## src/serial_touch_erase_reset_sequencer_assert.svh

```systemverilog
// ----------------------------------------------------------------------------
// Assertion macros for the serial touch-erase / reset sequencer
// Shared same-cycle-implication and next-cycle checks, disabled in reset.
// ----------------------------------------------------------------------------
`ifndef SERIAL_TOUCH_ERASE_RESET_SEQUENCER_ASSERT_SVH
`define SERIAL_TOUCH_ERASE_RESET_SEQUENCER_ASSERT_SVH

// same-cycle implication
`define STES_ASSERT_IMP(label, clk, rst_n, ante, cons) \
  label: assert property (@(posedge clk) disable iff (!rst_n) (ante) |-> (cons)) \
    else $error("sequencer check failed");

// next-cycle implication
`define STES_ASSERT_NXT(label, clk, rst_n, ante, cons) \
  label: assert property (@(posedge clk) disable iff (!rst_n) (ante) |=> (cons)) \
    else $error("sequencer check failed");

`endif

```

## src/stes_pkg.sv

```systemverilog
// ----------------------------------------------------------------------------
// stes_pkg
// Types and constants of the serial touch-erase / reset sequencer.
// ----------------------------------------------------------------------------
package stes_pkg;

  localparam int unsigned CNT_W      = 6;
  localparam int unsigned RATE_W     = 32;
  localparam int unsigned CFG_IDX_W  = 2;
  localparam int unsigned CFG_DATA_W = 32;

  typedef enum logic [2:0] {
    ACT_TICK       = 3'd0,
    ACT_ACK        = 3'd1,
    ACT_TX_ALLOW   = 3'd2,
    ACT_SET_CTRL   = 3'd3,
    ACT_SET_CODING = 3'd4,
    ACT_OTHER      = 3'd5
  } action_t;

  typedef enum logic [CFG_IDX_W-1:0] {
    CFG_MAGIC_RATE  = 2'd0,
    CFG_ERASE_START = 2'd1,
    CFG_ERASE_END   = 2'd2,
    CFG_RESET_START = 2'd3
  } cfg_index_t;

  localparam logic [RATE_W-1:0] MAGIC_RATE_RST  = 32'd1200;
  localparam logic [CNT_W-1:0]  ERASE_START_RST = 6'd40;
  localparam logic [CNT_W-1:0]  ERASE_END_RST   = 6'd15;
  localparam logic [CNT_W-1:0]  RESET_START_RST = 6'd10;

  typedef struct packed {
    logic [2:0]        action;
    logic [7:0]        control_bits;
    logic [RATE_W-1:0] line_rate;
    logic [7:0]        char_format;
    logic [7:0]        parity_type;
    logic [7:0]        data_bits;
  } in_item_t;

  typedef struct packed {
    logic              erase_active;
    logic              reset_active;
    logic              send_ack;
    logic              go_transmit;
    logic              reconfigure_uart;
    logic [RATE_W-1:0] uart_rate;
    logic              clear_tx;
    logic              leds_off;
    logic              sequence_running;
  } out_item_t;

  typedef struct packed {
    logic [RATE_W-1:0] magic_rate;
    logic [CNT_W-1:0]  erase_start_count;
    logic [CNT_W-1:0]  erase_end_count;
    logic [CNT_W-1:0]  reset_start_count;
  } cfg_regs_t;

endpackage

```

## src/stes_core.sv

```systemverilog
// ----------------------------------------------------------------------------
// stes_core
// Sequencer state and per-item update: line state, magic arming, countdown.
// ----------------------------------------------------------------------------
module stes_core (
  input  logic                clk,
  input  logic                rst_n,
  input  logic                step,
  input  stes_pkg::in_item_t  item,
  input  stes_pkg::cfg_regs_t cfg,
  output stes_pkg::out_item_t result
);
  import stes_pkg::*;

  logic [CNT_W-1:0]  countdown_r, countdown_nxt;
  logic              timer_on_r, timer_on_nxt;
  logic              erase_pin_r, erase_pin_nxt;
  logic              reset_pin_r, reset_pin_nxt;
  logic              dtr_r, dtr_nxt;
  logic              armed_r, armed_nxt;
  logic [RATE_W-1:0] rate_r, rate_nxt;

  always_ff @(posedge clk) begin
    if (!rst_n) begin
      countdown_r <= '0;
      timer_on_r  <= 1'b0;
      erase_pin_r <= 1'b0;
      reset_pin_r <= 1'b0;
      dtr_r       <= 1'b0;
      armed_r     <= 1'b0;
      rate_r      <= '0;
    end else if (step) begin
      countdown_r <= countdown_nxt;
      timer_on_r  <= timer_on_nxt;
      erase_pin_r <= erase_pin_nxt;
      reset_pin_r <= reset_pin_nxt;
      dtr_r       <= dtr_nxt;
      armed_r     <= armed_nxt;
      rate_r      <= rate_nxt;
    end
  end

  always_comb begin
    countdown_nxt = countdown_r;
    timer_on_nxt  = timer_on_r;
    erase_pin_nxt = erase_pin_r;
    reset_pin_nxt = reset_pin_r;
    dtr_nxt       = dtr_r;
    armed_nxt     = armed_r;
    rate_nxt      = rate_r;
    result        = '0;

    case (action_t'(item.action))
      ACT_TICK: begin
        if (timer_on_r) begin
          if (countdown_r != '0) begin
            if (countdown_r == cfg.erase_start_count) begin
              erase_pin_nxt = 1'b1;
              reset_pin_nxt = 1'b0;
            end
            if (countdown_r == cfg.erase_end_count) begin
              erase_pin_nxt = 1'b0;
              reset_pin_nxt = 1'b0;
            end
            if (countdown_r == cfg.reset_start_count) begin
              erase_pin_nxt = 1'b0;
              reset_pin_nxt = 1'b1;
            end
            if (countdown_r == CNT_W'(1)) begin
              erase_pin_nxt = 1'b0;
              reset_pin_nxt = 1'b0;
            end
            countdown_nxt = countdown_r - CNT_W'(1);
          end else begin
            erase_pin_nxt = 1'b0;
            reset_pin_nxt = 1'b0;
            timer_on_nxt  = 1'b0;
          end
        end
      end
      ACT_ACK: begin
        result.send_ack = 1'b1;
      end
      ACT_TX_ALLOW: begin
        result.go_transmit = 1'b1;
      end
      ACT_SET_CTRL: begin
        dtr_nxt = item.control_bits[0];
        if (armed_r) begin
          timer_on_nxt  = 1'b1;
          countdown_nxt = cfg.erase_start_count;
        end else if (!dtr_r && item.control_bits[0]) begin
          timer_on_nxt            = 1'b1;
          countdown_nxt           = cfg.reset_start_count;
          result.reconfigure_uart = 1'b1;
          result.clear_tx         = 1'b1;
        end
      end
      ACT_SET_CODING: begin
        rate_nxt                = item.line_rate;
        armed_nxt               = (item.line_rate == cfg.magic_rate);
        result.reconfigure_uart = 1'b1;
        result.leds_off         = 1'b1;
      end
      default: begin
      end
    endcase

    result.erase_active     = erase_pin_nxt;
    result.reset_active     = reset_pin_nxt;
    result.uart_rate        = rate_nxt;
    result.sequence_running = timer_on_nxt;
  end

`include "serial_touch_erase_reset_sequencer_assert.svh"

  `STES_ASSERT_IMP(a_pins_exclusive, clk, rst_n, erase_pin_r, !reset_pin_r)
  `STES_ASSERT_IMP(a_pin_needs_timer, clk, rst_n, erase_pin_r || reset_pin_r, timer_on_r)
  `STES_ASSERT_IMP(a_idle_count_zero, clk, rst_n, !timer_on_r, countdown_r == '0)
  `STES_ASSERT_NXT(a_hold_no_step, clk, rst_n, !step, $stable(countdown_r) && $stable(rate_r))

endmodule

```

## src/serial_touch_erase_reset_sequencer.sv

```systemverilog
// ----------------------------------------------------------------------------
// serial_touch_erase_reset_sequencer
// Serial-bridge command / tick sequencer for target erase and reset lines.
// ----------------------------------------------------------------------------
// Usage:
//   in_*  : one decoded command or timer tick per item (valid/ready).
//   out_* : exactly one result item per input item, in order (valid/ready).
//   cfg_* : register writes (index, data), always ready; write only while
//           no item is in flight.
// Path: an accepted item is registered in the input register, then processed
//   and its result registered in the result register; out_valid rises when
//   that register is loaded.
// Throughput: one item per cycle; the input stage advances whenever the
//   result register is empty or being taken in the same cycle.
// Stall: if out_ready stays low, one item waits in the result register and
//   one in the input register; in_ready then drops until the result is taken.
// Reset (rst_n low, synchronous): pipeline emptied, lines released, timer
//   stopped, DTR and magic flag cleared, stored rate zero, registers back to
//   magic rate 1200 and counts 40, 15 and 10.
// ----------------------------------------------------------------------------
module serial_touch_erase_reset_sequencer (
  input  logic                                clk,
  input  logic                                rst_n,
  input  logic                                in_valid,
  output logic                                in_ready,
  input  stes_pkg::in_item_t                  in_data,
  output logic                                out_valid,
  input  logic                                out_ready,
  output stes_pkg::out_item_t                 out_data,
  input  logic                                cfg_valid,
  output logic                                cfg_ready,
  input  logic [stes_pkg::CFG_IDX_W-1:0]      cfg_index,
  input  logic [stes_pkg::CFG_DATA_W-1:0]     cfg_data
);
  import stes_pkg::*;

  cfg_regs_t cfg_r;
  in_item_t  item_r;
  logic      item_valid_r;
  out_item_t out_r;
  logic      out_valid_r;
  out_item_t core_result;
  logic      advance;
  logic      step;

  assign cfg_ready = 1'b1;

  always_ff @(posedge clk) begin
    if (!rst_n) begin
      cfg_r.magic_rate        <= MAGIC_RATE_RST;
      cfg_r.erase_start_count <= ERASE_START_RST;
      cfg_r.erase_end_count   <= ERASE_END_RST;
      cfg_r.reset_start_count <= RESET_START_RST;
    end else if (cfg_valid && cfg_ready) begin
      case (cfg_index_t'(cfg_index))
        CFG_MAGIC_RATE:  cfg_r.magic_rate        <= cfg_data[RATE_W-1:0];
        CFG_ERASE_START: cfg_r.erase_start_count <= cfg_data[CNT_W-1:0];
        CFG_ERASE_END:   cfg_r.erase_end_count   <= cfg_data[CNT_W-1:0];
        CFG_RESET_START: cfg_r.reset_start_count <= cfg_data[CNT_W-1:0];
        default: begin
        end
      endcase
    end
  end

  assign advance  = !out_valid_r || out_ready;
  assign step     = item_valid_r && advance;
  assign in_ready = !item_valid_r || advance;

  always_ff @(posedge clk) begin
    if (!rst_n) begin
      item_valid_r <= 1'b0;
      out_valid_r  <= 1'b0;
    end else begin
      if (in_ready) begin
        item_valid_r <= in_valid;
      end
      if (advance) begin
        out_valid_r <= item_valid_r;
      end
    end
  end

  always_ff @(posedge clk) begin
    if (in_valid && in_ready) begin
      item_r <= in_data;
    end
    if (step) begin
      out_r <= core_result;
    end
  end

  stes_core u_core (
    .clk    (clk),
    .rst_n  (rst_n),
    .step   (step),
    .item   (item_r),
    .cfg    (cfg_r),
    .result (core_result)
  );

  assign out_valid = out_valid_r;
  assign out_data  = out_r;

endmodule

```

## config.mk

```make
export PLATFORM = sky130hd
export DESIGN_NAME = serial_touch_erase_reset_sequencer
export DESIGN_NICKNAME = d
export VERILOG_FILES = /design/src/stes_pkg.sv /design/src/stes_core.sv /design/src/serial_touch_erase_reset_sequencer.sv
export VERILOG_INCLUDE_DIRS = /design/src /design/src/src
export SDC_FILE = /design/constraint.sdc
export NUM_CORES = 1
export LEC_CHECK = 0
export ABC_AREA = 0
export BUFFER_PORTS_ARGS = -buffer_cell sky130_fd_sc_hd__buf_2
export CAP_MARGIN = 20
export CORE_AREA = 2 2 125 127
export DETAILED_ROUTE_END_ITERATION = 7
export DIE_AREA = 0 0 127 129
export PLACE_DENSITY_LB_ADDON = 0.12
export RECOVER_POWER = 50
export SKIP_CTS_REPAIR_TIMING = 1
export SLEW_MARGIN = 20
export SYNTH_ARGS = -nofsm -noshare
export SYNTH_HDL_FRONTEND = slang
export SYNTH_HIERARCHICAL = 1
export SYNTH_SLANG_ARGS = --single-unit
```

## constraint.sdc

```tcl
create_clock -name clk -period 4.9 [get_ports clk]
set_clock_uncertainty 0.15 [all_clocks]
set_input_delay 0.49 -clock clk [delete_from_list [all_inputs] [get_ports clk]]
set_output_delay 0.49 -clock clk [all_outputs]
set_load 0.03 [all_outputs]
```

== After elaboration in Yosys (flattened, before gate mapping) ==
Index checks and enable logic that the tools add are counted.

* Register bits after elaboration: 171
* Input bits: 106
* Output and inout port bits: 43
* Word-level logic and storage cells: 91

* Add/subtract/negate cells: 1
* Equal/unequal tests: 15
* Mux-type cells: 31
* Reduce and logical (&&, ||, !) cells: 19

{| class="wikitable"
|+ Operators by type and width
! operator !! count
|-
| 32-bit equality test || 1
|-
| 32-bit 2-to-1 mux || 1
|-
| 6-bit 2-to-1 mux || 4
|-
| 1-bit 2-to-1 mux || 23
|-
| 6-bit equality test || 3
|-
| 6-bit one-hot mux with 2 select lines || 1
|-
| 2-bit AND reduction || 6
|-
| 3-bit by 2-bit equality test with 1-bit output (second input constant) || 2
|-
| 6-bit by 1-bit equality test with 1-bit output (second input constant) || 1
|-
| 6-bit nonzero test || 1
|-
| 6-bit by 1-bit subtractor with 6-bit output (second input constant) || 1
|-
| 5-bit AND reduction || 1
|-
| 2-bit equality test (second input constant) || 2
|-
| 2-bit by 1-bit != test with 1-bit output (second input constant) || 2
|-
| 1-bit one-hot mux with 2 select lines || 2
|-
| 3-bit by 1-bit equality test with 1-bit output (second input constant) || 1
|-
| 3-bit equality test (second input constant) || 1
|-
| 1-bit logical AND || 3
|-
| 1-bit zero test || 3
|-
| 3-bit zero test || 1
|-
| 3-bit by 1-bit != test with 1-bit output (second input constant) || 1
|-
| 2-bit by 1-bit equality test with 1-bit output (second input constant) || 1
|-
| 2-bit zero test || 1
|-
| 1-bit logical OR || 2
|-
| 2-bit nonzero test || 1
|}

== Depth between registers and ports, before layout ==
* Depth after elaboration: 8
* Mapped depth: 8
* Mapped depth without buffers: 6

== Cells and area by module ==
Netlist, hierarchy kept.

{| class="wikitable"
|+ By module, submodules not included
! module !! instances !! cells an instance !! area each (um2) !! seq. area each (um2)
|-
| serial_touch_erase_reset_sequencer || 1 || 327 || 5323.9 || 4254.1
|-
| stes_core || 1 || 354 || 2907.8 || 860.8
|}

== Worst setup path after synthesis ==
Ideal clock, no wire load.

* Path type: reg-to-reg
* Start: reg out_valid_r, in the netlist out_valid
* End: reg item_r[0] (netlist name)
* Library setup time: 514 ps
* Data arrival time: 3880 ps
* Data required time: 4236 ps
* Path slack: 356 ps
* Cell stages (with the launch flop): 3
* Buffers on the path: 0
* Clock period less this slack: 4544 ps
* Cells stage by stage: dfxtp_1 -> nor2b_1 -> a21oi_1

{| class="wikitable"
|+ RTL lines
! what !! RTL line !! text
|-
| from (decl) || serial_touch_erase_reset_sequencer.sv:41 || <nowiki>logic out_valid_r;</nowiki>
|-
| from (signal assigned) || serial_touch_erase_reset_sequencer.sv:79 || <nowiki>out_valid_r <= item_valid_r;</nowiki>
|}

== Worst setup path after layout ==
* Start: reg out_valid_r, in the netlist out_valid
* End: reg u_core.rate_r[14]

* Longest elaborated chain between the ends: 3

{| class="wikitable"
|+ Ends and longest elaborated chain
! what !! RTL line !! text
|-
| 1-bit zero test || serial_touch_erase_reset_sequencer.sv:66 || <nowiki>assign advance = !out_valid_r || out_ready;</nowiki>
|-
| 1-bit logical OR || serial_touch_erase_reset_sequencer.sv:66 ||
|-
| 1-bit logical AND || serial_touch_erase_reset_sequencer.sv:67 || <nowiki>assign step = item_valid_r && advance;</nowiki>
|-
| via step || serial_touch_erase_reset_sequencer.sv:44 || <nowiki>logic step;</nowiki>
|-
| to (signal assigned) || stes_core.sv:39 || <nowiki>rate_r <= rate_nxt;</nowiki>
|-
| to (decl) || stes_core.sv:21 || <nowiki>logic [RATE_W-1:0] rate_r, rate_nxt;</nowiki>
|}

The timed path passes the listed nets, and every way through them passes these cells.
A chain may end at the register's enable or synchronous reset.

==> results.py <==
metrics = {
    "cells_and_area": {
        "layout-drive-gt1-share": 0.202,
        "nets": 858,
        "areaGrowthSynthToFinish_pct": 16.6,
        "fillers": 1300,
        "insertedDiodeCount": 0,
        "final_util": 0.569,
    },
    "critical_path": {
        "worstSetupStartpoint": "out_valid",
        "critPathRequiredTime_ns": 5.05,
        "rrSetupSlack_ns": 1.77,
        "path_class": "flop to flop",
        "r2r_start": "out_valid",
        "crit_end": "u_core/rate_r[14]",
        "reg2regPathDepth": 6,
        "crit_arrival_ns": 3.28,
        "worst_setup_path_end_kind": "flop",
        "cp_max_fo": 18,
        "timing.rr.end": "u_core/rate_r[14]",
        "startpoint_type": "flop",
    },
    "clock_network": {
        "clockBufferDepth": 2,
        "htreeDepth": 4,
        "cts_tree": "done",
        "clkTransAtPathRegs_ns": 0.07,
        "cts_root_buf": "clkbuf_16",
        "clkLatencyLatePin_ns": 0.44,
        "cts_made_buffers": 17,
        "clock_sinks": 171,
    },
    "floorplanning": {
        "die_w_um": 127,
        "core_area_um2": 15000,
        "rows": 45,
        "fp.dieArea_um2": 16400,
        "chipHeight_um": 129,
        "ios": 149,
        "initial_core_util": 0.487,
    },
    "timing": {
        "setup_ws_ns": 1.77,
        "fmax_ghz": 0.319,
        "min_period_over_period": 0.639,
        "tightest_slew_ns": 2.23,
        "relSlewSlack": -0.485,
        "setup_viol": 0,
        "finalSetupTns_ns": 0,
        "final.min_clock_period_ns": 3.13,
        "finalHoldViolCount": 0,
        "rsz0062_at_grt": "false",
        "finalMaxSlewViolations": 90,
    },
    "placement": {
        "gp_congestion": 0.802,
        "dp_hpwl_um": 11100,
        "pre_cts_ws_ns": 2.18,
        "portBuffers": 116,
    },
    "logic_synthesis": {
        "synthesis.instances": 650,
        "synth_area_um2": 7300,
        "syn_nets": 759,
        "yosysWarnings": 6,
        "syn_area_per_cell_um2": 11.2,
    },
    "pwr": {
        "peakVddDrop_mv": 0.291,
        "power_density_nw_per_um2": 383,
        "p_sw_mw": 0.796,
        "intPower_mw": 2.46,
        "seqPwrFrac": 0.488,
        "p_comb_frac": 0.073,
        "leakage_nw": 3.18,
        "netSwitchingFraction": 0.244,
        "finalPower_mw": 3.26,
        "pwr-share-clk": 0.439,
    },
    "run_status": {
        "outcome": "complete, but fails checks",
        "violations": "capacitance limit, slew limit",
    },
    "global_routing": {
        "antenna_found_initial": 0,
        "grt_start_max_net_pins": 53,
        "gr-usage-all-layers": 0.204,
        "grt_overflow": 0,
        "grt_pass1_wl_um": 25600,
        "grt_pass1_vias": 4899,
    },
    "detailed_routing": {
        "vias_per_cell": 5.29,
        "num_vias": 5029,
        "wirelength_um": 16400,
        "drt_iter0_drc": 309,
        "wl_per_cell_um": 17.3,
        "firstDrtPassIters": 5,
        "remaining_drc_errors": 0,
        "antenna_left": 0,
    },
    "hold_path": {
        "hold_path.class": "input pin to flop",
    },
    "job": {
        "maxCapViolations": 2,
    },
}
critical path, stage by stage (launching register included):
cell	delay, ns
dfxtp_1	0.32
nor2b_1	0.18
nor2b_1	0.92
nand2_1	0.79
buf_4	0.45
nand2_1	0.10
a21oi_1	0.07
per-stage QoR:
step / hold slack [ns] / instance area, um^2 / cells
2_1_floorplan: 0.284 / 7300 / 650
3_3_place_gp: 0.289 / 7950 / 918
3_5_place_dp: 0.295 / 7950 / 918
4_1_cts: 0.0596 / 8580 / 950
5_1_grt: 0.0595 / 8510 / 950
6_report: 0.0774 / 8510 / 950
placed cells by master (no fill, tap or decap), types with 4 or more instances in the layout:
master     instances
xnor2_1           27
buf_2             72
dfxtp_1           95
nor3_1             5
buf_4              7
a21oi_1           41
clkbuf_1          45
nand3_1            6
mux2_2            32
inv_6              6
nor2_1            10
nor4_1             4
xor2_1            23
o21ai_0            5
edfxtp_1          76
inv_1             10
nand3b_1           6
o211ai_1           7
nand2_1          139
mux2i_1           52
clkbuf_16         17
nand4_1            7
nor2b_1           13
power by group through the flow:
| stage | Clock (mW) | Combinational, mW | Sequential (mW) |
|---|---|---|---|
| global placement | 0 | 0.242 | 1.62 |
| finish | 1.43 | 0.238 | 1.59 |
| CTS | 1.46 | 0.246 | 1.59 |
| global route | 1.51 | 0.259 | 1.60 |
| floorplan | 0 | 0.129 | 1.65 |
| detailed placement | 0 | 0.245 | 1.62 |
worst min path at each step:
stage / end / startpoint / depth (start not counted)
3_3_place_gp: u_core/rate_r[22] / u_core/rate_r[22] / 2
6_report: item_r[45] / in_data[45] / 1
3_5_place_dp: u_core/rate_r[27] / u_core/rate_r[27] / 2
2_1_floorplan: u_core/rate_r[0] / u_core/rate_r[0] / 2
4_1_cts: item_r[33] / in_data[33] / 1
5_1_grt: item_r[32] / in_data[32] / 1
registers in the layout, indices dropped and copies added, names as in the netlist:
register and count:
cfg_r 50, item_r 36, item_valid_r 1, out_data 40, out_valid 1, u_core/armed_r 1, u_core/countdown_r 6, u_core/dtr_r 1
u_core/erase_pin_r 1, u_core/rate_r 32, u_core/reset_pin_r 1, u_core/timer_on_r 1
cell type report:
| class | instances | area [um^2] | share of cell area |
|---|---|---|---|
| flip-flops and latches | 171 | 4180 | 0.491 |
| multi-input cells | 424 | 2850 | 0.334 |
| repair buffers | 124 | 582 | 0.0683 |
| clock buffers | 17 | 425 | 0.0500 |
| well taps | 188 | 235 | 0.0276 |
| clock inverters | 15 | 201 | 0.0237 |
| inverters | 11 | 41.3 | 0.00485 |
metal layers:
metal / global-route usage / wire length, um
met1: 0.271 / 7440
met2: 0.330 / 7860
met3: 0.0449 / 793
met4: 0.0802 / 311
met5: 0 / 0
(Power assumes the default switching activity.)
